File: src/sccs_pkg.sv
// Shared types, register indexes and digit helpers for the settable clock.
// Used by every module of the block; depends on nothing.
package sccs_pkg;

	localparam int unsigned CFG_W = 10;

	localparam logic [0:0] REG_TIMEOUTS_PER_STEP = 1'b0;
	localparam logic [0:0] REG_LED_PHASE_STEPS   = 1'b1;

	localparam logic [9:0] TPS_RESET = 10'd10;
	localparam logic [9:0] LPS_RESET = 10'd16;

	localparam logic [6:0] SEG_BLANK = 7'h7F;

	localparam logic [1:0] SEL_SECONDS = 2'd1;
	localparam logic [1:0] SEL_MINUTES = 2'd2;
	localparam logic [1:0] SEL_HOURS   = 2'd3;

	typedef struct packed {
		logic        step;
		logic        button;
		logic [9:0]  switches;
		logic [9:0]  led;
		logic        halted;
	} sccs_item_t;

	typedef struct packed {
		logic        halted;
		logic [9:0]  led_pattern;
		logic [6:0]  seg_hour_tens;
		logic [6:0]  seg_hour_ones;
		logic [6:0]  seg_min_tens;
		logic [6:0]  seg_min_ones;
		logic [6:0]  seg_sec_tens;
		logic [6:0]  seg_sec_ones;
	} sccs_result_t;

	function automatic logic [6:0] seg_code(input logic [3:0] d);
		logic [6:0] c;
		case (d)
			4'd0: c = 7'h40;
			4'd1: c = 7'h79;
			4'd2: c = 7'h24;
			4'd3: c = 7'h30;
			4'd4: c = 7'h19;
			4'd5: c = 7'h12;
			4'd6: c = 7'h02;
			4'd7: c = 7'h78;
			4'd8: c = 7'h00;
			4'd9: c = 7'h10;
			default: c = SEG_BLANK;
		endcase
		return c;
	endfunction

	// tens in [6:4], ones in [3:0]
	function automatic logic [6:0] split_digits(input logic [5:0] v);
		logic [2:0] tens;
		logic [5:0] base;
		if (v >= 6'd60)      tens = 3'd6;
		else if (v >= 6'd50) tens = 3'd5;
		else if (v >= 6'd40) tens = 3'd4;
		else if (v >= 6'd30) tens = 3'd3;
		else if (v >= 6'd20) tens = 3'd2;
		else if (v >= 6'd10) tens = 3'd1;
		else                 tens = 3'd0;
		base = 6'({3'd0, tens} * 6'd10);
		return {tens, 4'(v - base)};
	endfunction

endpackage

File: src/sccs_front.sv
// Front part: config registers, timeout counting, LED phase and halt decision.
// Depends on sccs_pkg; feeds classified items into sccs_queue.
module sccs_front import sccs_pkg::*; (
	input  logic             clk,
	input  logic             arst_n,
	input  logic             cfg_we,
	input  logic [0:0]       cfg_index,
	input  logic [CFG_W-1:0] cfg_wdata,
	input  logic             in_valid,
	output logic             in_ready,
	input  logic             timeout_flag,
	input  logic             button,
	input  logic [9:0]       switches,
	input  logic             q_full,
	output logic             q_push,
	output sccs_item_t       q_item
);

	localparam logic [1:0] PHASE_LED   = 2'd0;
	localparam logic [1:0] PHASE_CLOCK = 2'd1;
	localparam logic [1:0] PHASE_HALT  = 2'd2;

	logic [9:0]  tps_q;
	logic [9:0]  lps_q;
	logic [1:0]  phase_q;
	logic [9:0]  tc_q;
	logic [9:0]  led_q;

	logic        accept;
	logic [1:0]  phase_w;
	logic [9:0]  tc_w;
	logic [9:0]  limit;
	logic [10:0] tc_inc;
	logic        hit;
	logic [1:0]  phase_n;
	logic [9:0]  tc_n;
	logic [9:0]  led_n;
	logic        step;

	assign in_ready = !q_full;
	assign accept   = in_valid && in_ready;
	assign limit    = (tps_q == 10'd0) ? 10'd1 : tps_q;

	always_comb begin
		phase_w = phase_q;
		tc_w    = tc_q;
		if (phase_q == PHASE_LED && led_q >= lps_q) begin
			phase_w = PHASE_CLOCK;
			tc_w    = 10'd0;
		end
		tc_inc  = {1'b0, tc_w} + 11'd1;
		hit     = tc_inc >= {1'b0, limit};
		phase_n = phase_q;
		tc_n    = tc_q;
		led_n   = led_q;
		step    = 1'b0;
		if (accept && timeout_flag) begin
			phase_n = phase_w;
			tc_n    = hit ? 10'd0 : tc_inc[9:0];
			case (phase_w)
				PHASE_LED: begin
					if (hit) begin
						led_n = led_q + 10'd1;
						if (led_n >= lps_q) phase_n = PHASE_CLOCK;
					end
				end
				PHASE_CLOCK: begin
					if (hit) begin
						step = 1'b1;
						if (button && switches[7]) phase_n = PHASE_HALT;
					end
				end
				default: begin
					tc_n = tc_q;
				end
			endcase
		end
	end

	assign q_push          = accept;
	assign q_item.step     = step;
	assign q_item.button   = button;
	assign q_item.switches = switches;
	assign q_item.led      = led_n;
	assign q_item.halted   = phase_n[1];

	always_ff @(posedge clk or negedge arst_n) begin
		if (!arst_n) begin
			tps_q   <= TPS_RESET;
			lps_q   <= LPS_RESET;
			phase_q <= PHASE_LED;
			tc_q    <= 10'd0;
			led_q   <= 10'd0;
		end else begin
			if (cfg_we) begin
				case (cfg_index)
					REG_TIMEOUTS_PER_STEP: tps_q <= cfg_wdata;
					REG_LED_PHASE_STEPS:   lps_q <= cfg_wdata;
					default: ;
				endcase
			end
			phase_q <= phase_n;
			tc_q    <= tc_n;
			led_q   <= led_n;
		end
	end

	// LED count only moves during the LED phase
	a_led_frozen: assert property (@(posedge clk) disable iff (!arst_n)
		(phase_q != PHASE_LED && !cfg_we) |=> $stable(led_q))
		else $error("LED count moved outside LED phase");

	// once halted, the phase never leaves halt
	a_halt_sticky: assert property (@(posedge clk) disable iff (!arst_n)
		(phase_q == PHASE_HALT) |=> (phase_q == PHASE_HALT))
		else $error("halt phase left");

endmodule

File: src/sccs_queue.sv
// Two-entry queue between the front and back parts.
// Depends on sccs_pkg for the item type.
module sccs_queue import sccs_pkg::*; (
	input  logic       clk,
	input  logic       arst_n,
	input  logic       push,
	input  sccs_item_t push_item,
	output logic       full,
	input  logic       pop,
	output logic       valid,
	output sccs_item_t pop_item
);

	sccs_item_t mem_q [2];
	logic       wr_ptr_q;
	logic       rd_ptr_q;
	logic [1:0] count_q;

	assign full     = count_q == 2'd2;
	assign valid    = count_q != 2'd0;
	assign pop_item = mem_q[rd_ptr_q];

	always_ff @(posedge clk) begin
		if (push) mem_q[wr_ptr_q] <= push_item;
	end

	always_ff @(posedge clk or negedge arst_n) begin
		if (!arst_n) begin
			wr_ptr_q <= 1'b0;
			rd_ptr_q <= 1'b0;
			count_q  <= 2'd0;
		end else begin
			if (push) wr_ptr_q <= !wr_ptr_q;
			if (pop)  rd_ptr_q <= !rd_ptr_q;
			count_q <= count_q + {1'b0, push} - {1'b0, pop};
		end
	end

	a_no_overflow: assert property (@(posedge clk) disable iff (!arst_n)
		count_q <= 2'd2)
		else $error("queue count beyond depth");

	a_pop_nonempty: assert property (@(posedge clk) disable iff (!arst_n)
		pop |-> valid)
		else $error("pop from empty queue");

endmodule

File: src/sccs_back.sv
// Back part: time registers, field loading, rollover and digit redraw.
// Depends on sccs_pkg; drains sccs_queue into the output register.
module sccs_back import sccs_pkg::*; (
	input  logic         clk,
	input  logic         arst_n,
	input  logic         q_valid,
	input  sccs_item_t   q_item,
	output logic         q_pop,
	output logic         out_valid,
	input  logic         out_ready,
	output sccs_result_t result
);

	logic         out_valid_q;
	sccs_result_t res_q;
	logic [5:0]   sec_q;
	logic [5:0]   min_q;
	logic [5:0]   hour_q;

	logic [6:0]   s_w;
	logic [6:0]   m_w;
	logic [6:0]   h_w;
	logic [5:0]   sec_n;
	logic [5:0]   min_n;
	logic [5:0]   hour_n;
	logic         redraw;
	logic [6:0]   sec_d;
	logic [6:0]   min_d;
	logic [6:0]   hour_d;
	logic [1:0]   sel;

	assign q_pop     = q_valid && (!out_valid_q || out_ready);
	assign out_valid = out_valid_q;
	assign result    = res_q;
	assign sel       = q_item.switches[9:8];

	always_comb begin
		sec_n  = sec_q;
		min_n  = min_q;
		hour_n = hour_q;
		redraw = 1'b0;
		s_w    = {1'b0, sec_q} + 7'd1;
		m_w    = {1'b0, min_q};
		h_w    = {1'b0, hour_q};
		if (s_w >= 7'd60) begin
			s_w = 7'd0;
			m_w = m_w + 7'd1;
		end
		if (m_w >= 7'd60) begin
			m_w = 7'd0;
			h_w = h_w + 7'd1;
		end
		if (h_w >= 7'd24) h_w = 7'd0;
		if (q_item.step) begin
			if (q_item.button) begin
				case (sel)
					SEL_SECONDS: sec_n  = q_item.switches[5:0];
					SEL_MINUTES: min_n  = q_item.switches[5:0];
					SEL_HOURS:   hour_n = q_item.switches[5:0];
					default: ;
				endcase
				redraw = !q_item.switches[7];
			end else begin
				sec_n  = s_w[5:0];
				min_n  = m_w[5:0];
				hour_n = h_w[5:0];
				redraw = 1'b1;
			end
		end
	end

	assign sec_d  = split_digits(sec_n);
	assign min_d  = split_digits(min_n);
	assign hour_d = split_digits(hour_n);

	always_ff @(posedge clk or negedge arst_n) begin
		if (!arst_n) begin
			out_valid_q         <= 1'b0;
			sec_q               <= 6'd0;
			min_q               <= 6'd0;
			hour_q              <= 6'd0;
			res_q.halted        <= 1'b0;
			res_q.led_pattern   <= 10'd0;
			res_q.seg_sec_ones  <= SEG_BLANK;
			res_q.seg_sec_tens  <= SEG_BLANK;
			res_q.seg_min_ones  <= SEG_BLANK;
			res_q.seg_min_tens  <= SEG_BLANK;
			res_q.seg_hour_ones <= SEG_BLANK;
			res_q.seg_hour_tens <= SEG_BLANK;
		end else begin
			if (q_pop) begin
				out_valid_q       <= 1'b1;
				sec_q             <= sec_n;
				min_q             <= min_n;
				hour_q            <= hour_n;
				res_q.halted      <= q_item.halted;
				res_q.led_pattern <= q_item.led;
				if (redraw) begin
					res_q.seg_sec_ones  <= seg_code(sec_d[3:0]);
					res_q.seg_sec_tens  <= seg_code({1'b0, sec_d[6:4]});
					res_q.seg_min_ones  <= seg_code(min_d[3:0]);
					res_q.seg_min_tens  <= seg_code({1'b0, min_d[6:4]});
					res_q.seg_hour_ones <= seg_code(hour_d[3:0]);
					res_q.seg_hour_tens <= seg_code({1'b0, hour_d[6:4]});
				end
			end else if (out_ready) begin
				out_valid_q <= 1'b0;
			end
		end
	end

	// digits only change when a clock step is taken in
	a_digits_hold: assert property (@(posedge clk) disable iff (!arst_n)
		!(q_pop && q_item.step) |=> $stable(res_q.seg_sec_ones))
		else $error("digits changed without a step");

endmodule

File: src/settable_clock_seven_segment.sv
// Settable hh:mm:ss clock with start-up LED count, six seven-segment digits.
// Top level; depends on sccs_pkg, sccs_front, sccs_queue and sccs_back.
//
// Each sample accepted on the s_axis side gives exactly one result on the
// m_axis side, showing the state after that sample. One sample is taken every
// clock cycle when the output side keeps up. A result is presented once its
// item has passed through the two-entry queue into the output register: the
// accepting edge writes the queue, and the back part moves the item on when
// the output register is empty or being read. Config writes through
// cfg_we/cfg_index/cfg_wdata take effect at once and belong to idle periods.
module settable_clock_seven_segment import sccs_pkg::*; (
	input  logic             clk,
	input  logic             arst_n,
	input  logic             cfg_we,
	input  logic [0:0]       cfg_index,
	input  logic [CFG_W-1:0] cfg_wdata,
	input  logic             s_axis_tvalid,
	output logic             s_axis_tready,
	// [0] timeout_flag, [1] button, [11:2] switches, [15:12] zero
	input  logic [15:0]      s_axis_tdata,
	output logic             m_axis_tvalid,
	input  logic             m_axis_tready,
	// [6:0] seg_sec_ones, [13:7] seg_sec_tens, [20:14] seg_min_ones,
	// [27:21] seg_min_tens, [34:28] seg_hour_ones, [41:35] seg_hour_tens,
	// [51:42] led_pattern, [52] halted, [55:53] zero
	output logic [55:0]      m_axis_tdata
);

	logic         q_full;
	logic         q_push;
	sccs_item_t   push_item;
	logic         q_pop;
	logic         q_valid;
	sccs_item_t   pop_item;
	sccs_result_t result;

	sccs_front u_front (
		.clk          (clk),
		.arst_n       (arst_n),
		.cfg_we       (cfg_we),
		.cfg_index    (cfg_index),
		.cfg_wdata    (cfg_wdata),
		.in_valid     (s_axis_tvalid),
		.in_ready     (s_axis_tready),
		.timeout_flag (s_axis_tdata[0]),
		.button       (s_axis_tdata[1]),
		.switches     (s_axis_tdata[11:2]),
		.q_full       (q_full),
		.q_push       (q_push),
		.q_item       (push_item)
	);

	sccs_queue u_queue (
		.clk       (clk),
		.arst_n    (arst_n),
		.push      (q_push),
		.push_item (push_item),
		.full      (q_full),
		.pop       (q_pop),
		.valid     (q_valid),
		.pop_item  (pop_item)
	);

	sccs_back u_back (
		.clk       (clk),
		.arst_n    (arst_n),
		.q_valid   (q_valid),
		.q_item    (pop_item),
		.q_pop     (q_pop),
		.out_valid (m_axis_tvalid),
		.out_ready (m_axis_tready),
		.result    (result)
	);

	assign m_axis_tdata = {3'b000, result};

endmodule

File: config.mk
export PLATFORM = sky130hd
export DESIGN_NAME = settable_clock_seven_segment
export DESIGN_NICKNAME = d
export VERILOG_FILES = /design/src/sccs_pkg.sv /design/src/sccs_front.sv /design/src/sccs_queue.sv /design/src/sccs_back.sv /design/src/settable_clock_seven_segment.sv
export SDC_FILE = /design/constraint.sdc
export NUM_CORES = 1
export LEC_CHECK = 0
export ABC_AREA = 0
export BUFFER_PORTS_ARGS = -buffer_cell sky130_fd_sc_hd__buf_4
export CORE_MARGIN = 1
export CORE_UTILIZATION = 55
export DETAILED_ROUTE_END_ITERATION = 8
export HOLD_SLACK_MARGIN = 0.05
export MAX_ROUTING_LAYER = met4
export PLACE_DENSITY = 0.7
export SETUP_SLACK_MARGIN = 0.5
export SKIP_LAST_GASP = 1
export SLEW_MARGIN = 15
export SYNTH_ARGS = -nofsm -noshare
export SYNTH_HDL_FRONTEND = slang
export SYNTH_SLANG_ARGS = --single-unit
File: constraint.sdc
create_clock -name clk -period 6.5 [get_ports clk]
set_clock_uncertainty 0.1 [all_clocks]
set_input_delay 0 -clock clk [delete_from_list [all_inputs] [get_ports clk]]
set_output_delay 0 -clock clk [all_outputs]
set_load 0.1 [all_outputs]
==> flow_metrics.py <==
metrics = {
    "grt": {
        "grt_usage_pct": 26.9,
        "grt_first_pass_wirelength_um": 40100,
        "overflow": 0,
        "grt_pass1_vias": 8036,
        "antenna_found_initial": 0,
        "grt_max_degree": 63,
    },
    "clock_tree": {
        "clkLatencyLatePin_ns": 0.44,
        "cts_sinks": 162,
        "cts_tree": "done",
        "clkSlewWorstSetupHoldPaths_ns": 0.07,
        "htreeDepth": 4,
        "cts_root_buf": "clkbuf_16",
        "cts_buffers": 17,
        "cts_buffer_depth": 2,
    },
    "route": {
        "via_per_inst": 5.92,
        "ant_nets": 0,
        "drc": 3,
        "wirelength_um": 24000,
        "wire_per_inst_um": 17.2,
        "dr.first_iter.drc_count": 644,
        "first_pass_iters": 9,
        "dr_total_vias": 8270,
    },
    "layout": {
        "num_antenna_cells": 0,
        "syn2layout_area_growth_pct": 18.1,
        "final_area_um2": 12100,
        "drive_gt1_share_pct": 20.7,
        "nets": 1259,
    },
    "synth": {
        "synth_top_family_by_area": "compound AO/OA/AOI/OAI gates",
        "yosysWarnings": 0,
        "synth_ff_type": "dfrtp_1",
        "yosys.area.top_type": "dfrtp_1",
        "yosysMostFrequentCell": "nand2_1",
        "synth-edff-count": 44,
        "syn_inst": 1043,
        "synth_top_area_share_pct": 17.8,
        "yosys.area_share.xor_xnor_pct": 3.33,
        "synth_compound_area_share_pct": 19.8,
        "synth_mux_area_share_pct": 5.47,
        "yosys-top-cells-area": "dfrtp_1 (18%), edfxtp_1 (13%), dfstp_2 (12%)",
        "async_flop_share_pct": 72.8,
        "syn_area_um2": 10300,
        "ys_ff_latch": 162,
        "synth-simple-area-share_pct": 15.7,
        "synth_cell_types": 108,
        "seq_area_frac_synth_pct": 42.2,
        "synth_area_per_cell_um2": 9.84,
        "synth_commonest_cells": "nand2_1 (129), o21ai_0 (80), dfrtp_1 (73)",
        "synth_adder_area_share_pct": 9.41,
    },
    "timing": {
        "setup_viol": 0,
        "final.setup.worst_slack_ns": 0.858,
        "finalMaxSlewViolations": 0,
        "fin_setup_tns_ns": 0,
        "period_needed_ns": 5.64,
        "max_freq_ghz": 0.177,
        "period_share_pct": 86.8,
        "rsz0062_at_grt": "no",
        "relSlewSlack_pct": 28.7,
        "hold_viol": 0,
        "worstMarginPinSlew_ns": 1.07,
        "holdWs_ns": 0.0666,
    },
    "place": {
        "dpl-instance-area_um2": 11000,
        "dp_worst_setup_slack_ns": 0.696,
        "place.gp.congestion": 0.890,
        "dp_hpwl_um": 16400,
        "io_buffers": 81,
    },
    "die": {
        "fp.coreArea_um2": 18100,
        "die_x_um": 139,
        "die_h_um": 139,
        "start_util_pct": 56.5,
        "num_io_pins": 90,
        "dieArea_um2": 19200,
        "rows": 49,
    },
    "setup_path": {
        "worstSetupPathType": "reg -> reg",
        "critPathRequiredTime_ns": 6.64,
        "cp-end-kind": "register",
        "path_max_fanout": 21,
        "arrival_ns": 5.78,
        "critPathLaunchType": "register",
    },
    "run_status": {
        "failed_checks": "DRC",
        "status": "finished with violations",
    },
    "min_path": {
        "min-delay-path-class": "in -> async",
    },
    "run": {
        "maxCapViolations": 0,
    },
}
[flip-flops by register name, summed over array words and instances (netlist names), 2 cells and up]
name,flops
u_front.lps_q,10
u_back.min_q,6
u_front.tps_q,10
u_front.led_q,10
u_front.tc_q,10
u_back.hour_q,6
u_back.result,53
u_queue.mem_q,44
u_back.sec_q,6
u_queue.count_q,2
u_front.phase_q,2
[layout by cell type, fill, tap and decap left out, types with 4 or more instances in the layout]
cell and n:
nand4_1 5, a22o_1 7, nor3_1 20, and3_1 13
dfstp_2 45, nand3_1 27, a22oi_1 5, o21ai_1 4
nand2_1 128, o22ai_1 7, a21oi_1 53, mux2_2 18
dlygate4sd3_1 44, a211oi_2 4, mux2i_1 31, clkbuf_16 17
nor2b_1 5, nor2_1 67, ha_1 70, a21o_1 23
a211oi_1 7, xnor2_1 18, and2_1 12, edfxtp_1 44
o21bai_1 5, o21a_1 5, o31ai_1 6, o21ai_0 80
inv_1 47, a21oi_2 4, o41ai_1 4, inv_8 7
a31oi_1 9, nand2b_1 9, buf_4 96, dfrtp_1 72
o32ai_1 4, xor2_1 16, nor4_1 10
[worst paths after layout]
kind,startpoint,endpoint,slack (ns),cells past startpoint
setup / recovery,u_front.led_q[0],u_queue.mem_q[1][3],0.86,27
hold / removal,arst_n,u_back.min_q[0],0.07,2
setup reg to reg,u_front.led_q[0],u_queue.mem_q[1][3],0.86,27
hold reg to reg,u_back.result[1],u_back.result[1],0.36,2
max in group asynchronous,arst_n,u_front.led_q[0],4.88,3
min in group clk,s_axis_tdata[10],u_queue.mem_q[1][19],0.19,2
[cell type report]
cell class	count	area, um^2
multi-input cells	785	5540
clock buffers	17	425
flip-flops and latches	162	4330
fillers	1433	6030
repair buffers	141	1170
inverters	47	176
well taps	229	287
clock inverters	15	179
[per-layer routing]
metal	part of all wire (%)	vias to the layer above	track usage (%)
li1	-	4034	-
met1	43	4009	31.8
met2	51	185	46.5
met3	3.3	42	4.28
met4	2.5	0	9.82
met5	0	-	-
[stage by stage]
stage / util, % / cells
2_1_floorplan: - / 1045
3_3_place_gp: 60.9 / 1319
3_5_place_dp: 60.9 / 1319
4_1_cts: 66.6 / 1395
5_1_grt: 66.8 / 1396
6_report: 66.8 / 1396
[cells by family after synthesis]
family,Yosys count
AOI/OAI and AO/OA,286
xor gates and xnor gates,36
adders and majority gates,76
buffers and inverters,98
DFF,162
muxes,53
other,1
and+or+nand+nor,331
[worst max-delay path: stages (launching register included)]
cell	delay [ns]
dfrtp_2	0.42
inv_1	0.07
ha_1	0.31
nand2b_1	0.15
a21o_1	0.17
a21o_1	0.16
a21o_1	0.17
a21o_1	0.17
a21o_1	0.17
a21oi_1	0.18
o21ai_1	0.12
a21oi_2	0.18
nand2b_1	0.17
and2_1	0.19
ha_1	0.30
nand3_1	0.13
xor2_1	0.14
nor2_1	0.07
ha_1	0.32
a21o_1	0.10
a21o_1	0.12
a21o_1	0.11
a21oi_1	0.07
o21a_1	0.19
and2_1	0.15
buf_6	0.17
or4b_1	0.55
xnor2_1	0.28
[timing repair]
item | in CTS | in global routing
setup endpoints to repair | 0 | 33
setup buffers | 0 | 1
endpoints found under the hold margin | 103 | 0
resized for setup | 0 | 4
hold buffers | 44 | 0
Power is left out: the tool's default activity adds up to more than one toggle a clock period on the data nets, which glitch-free logic cannot reach.
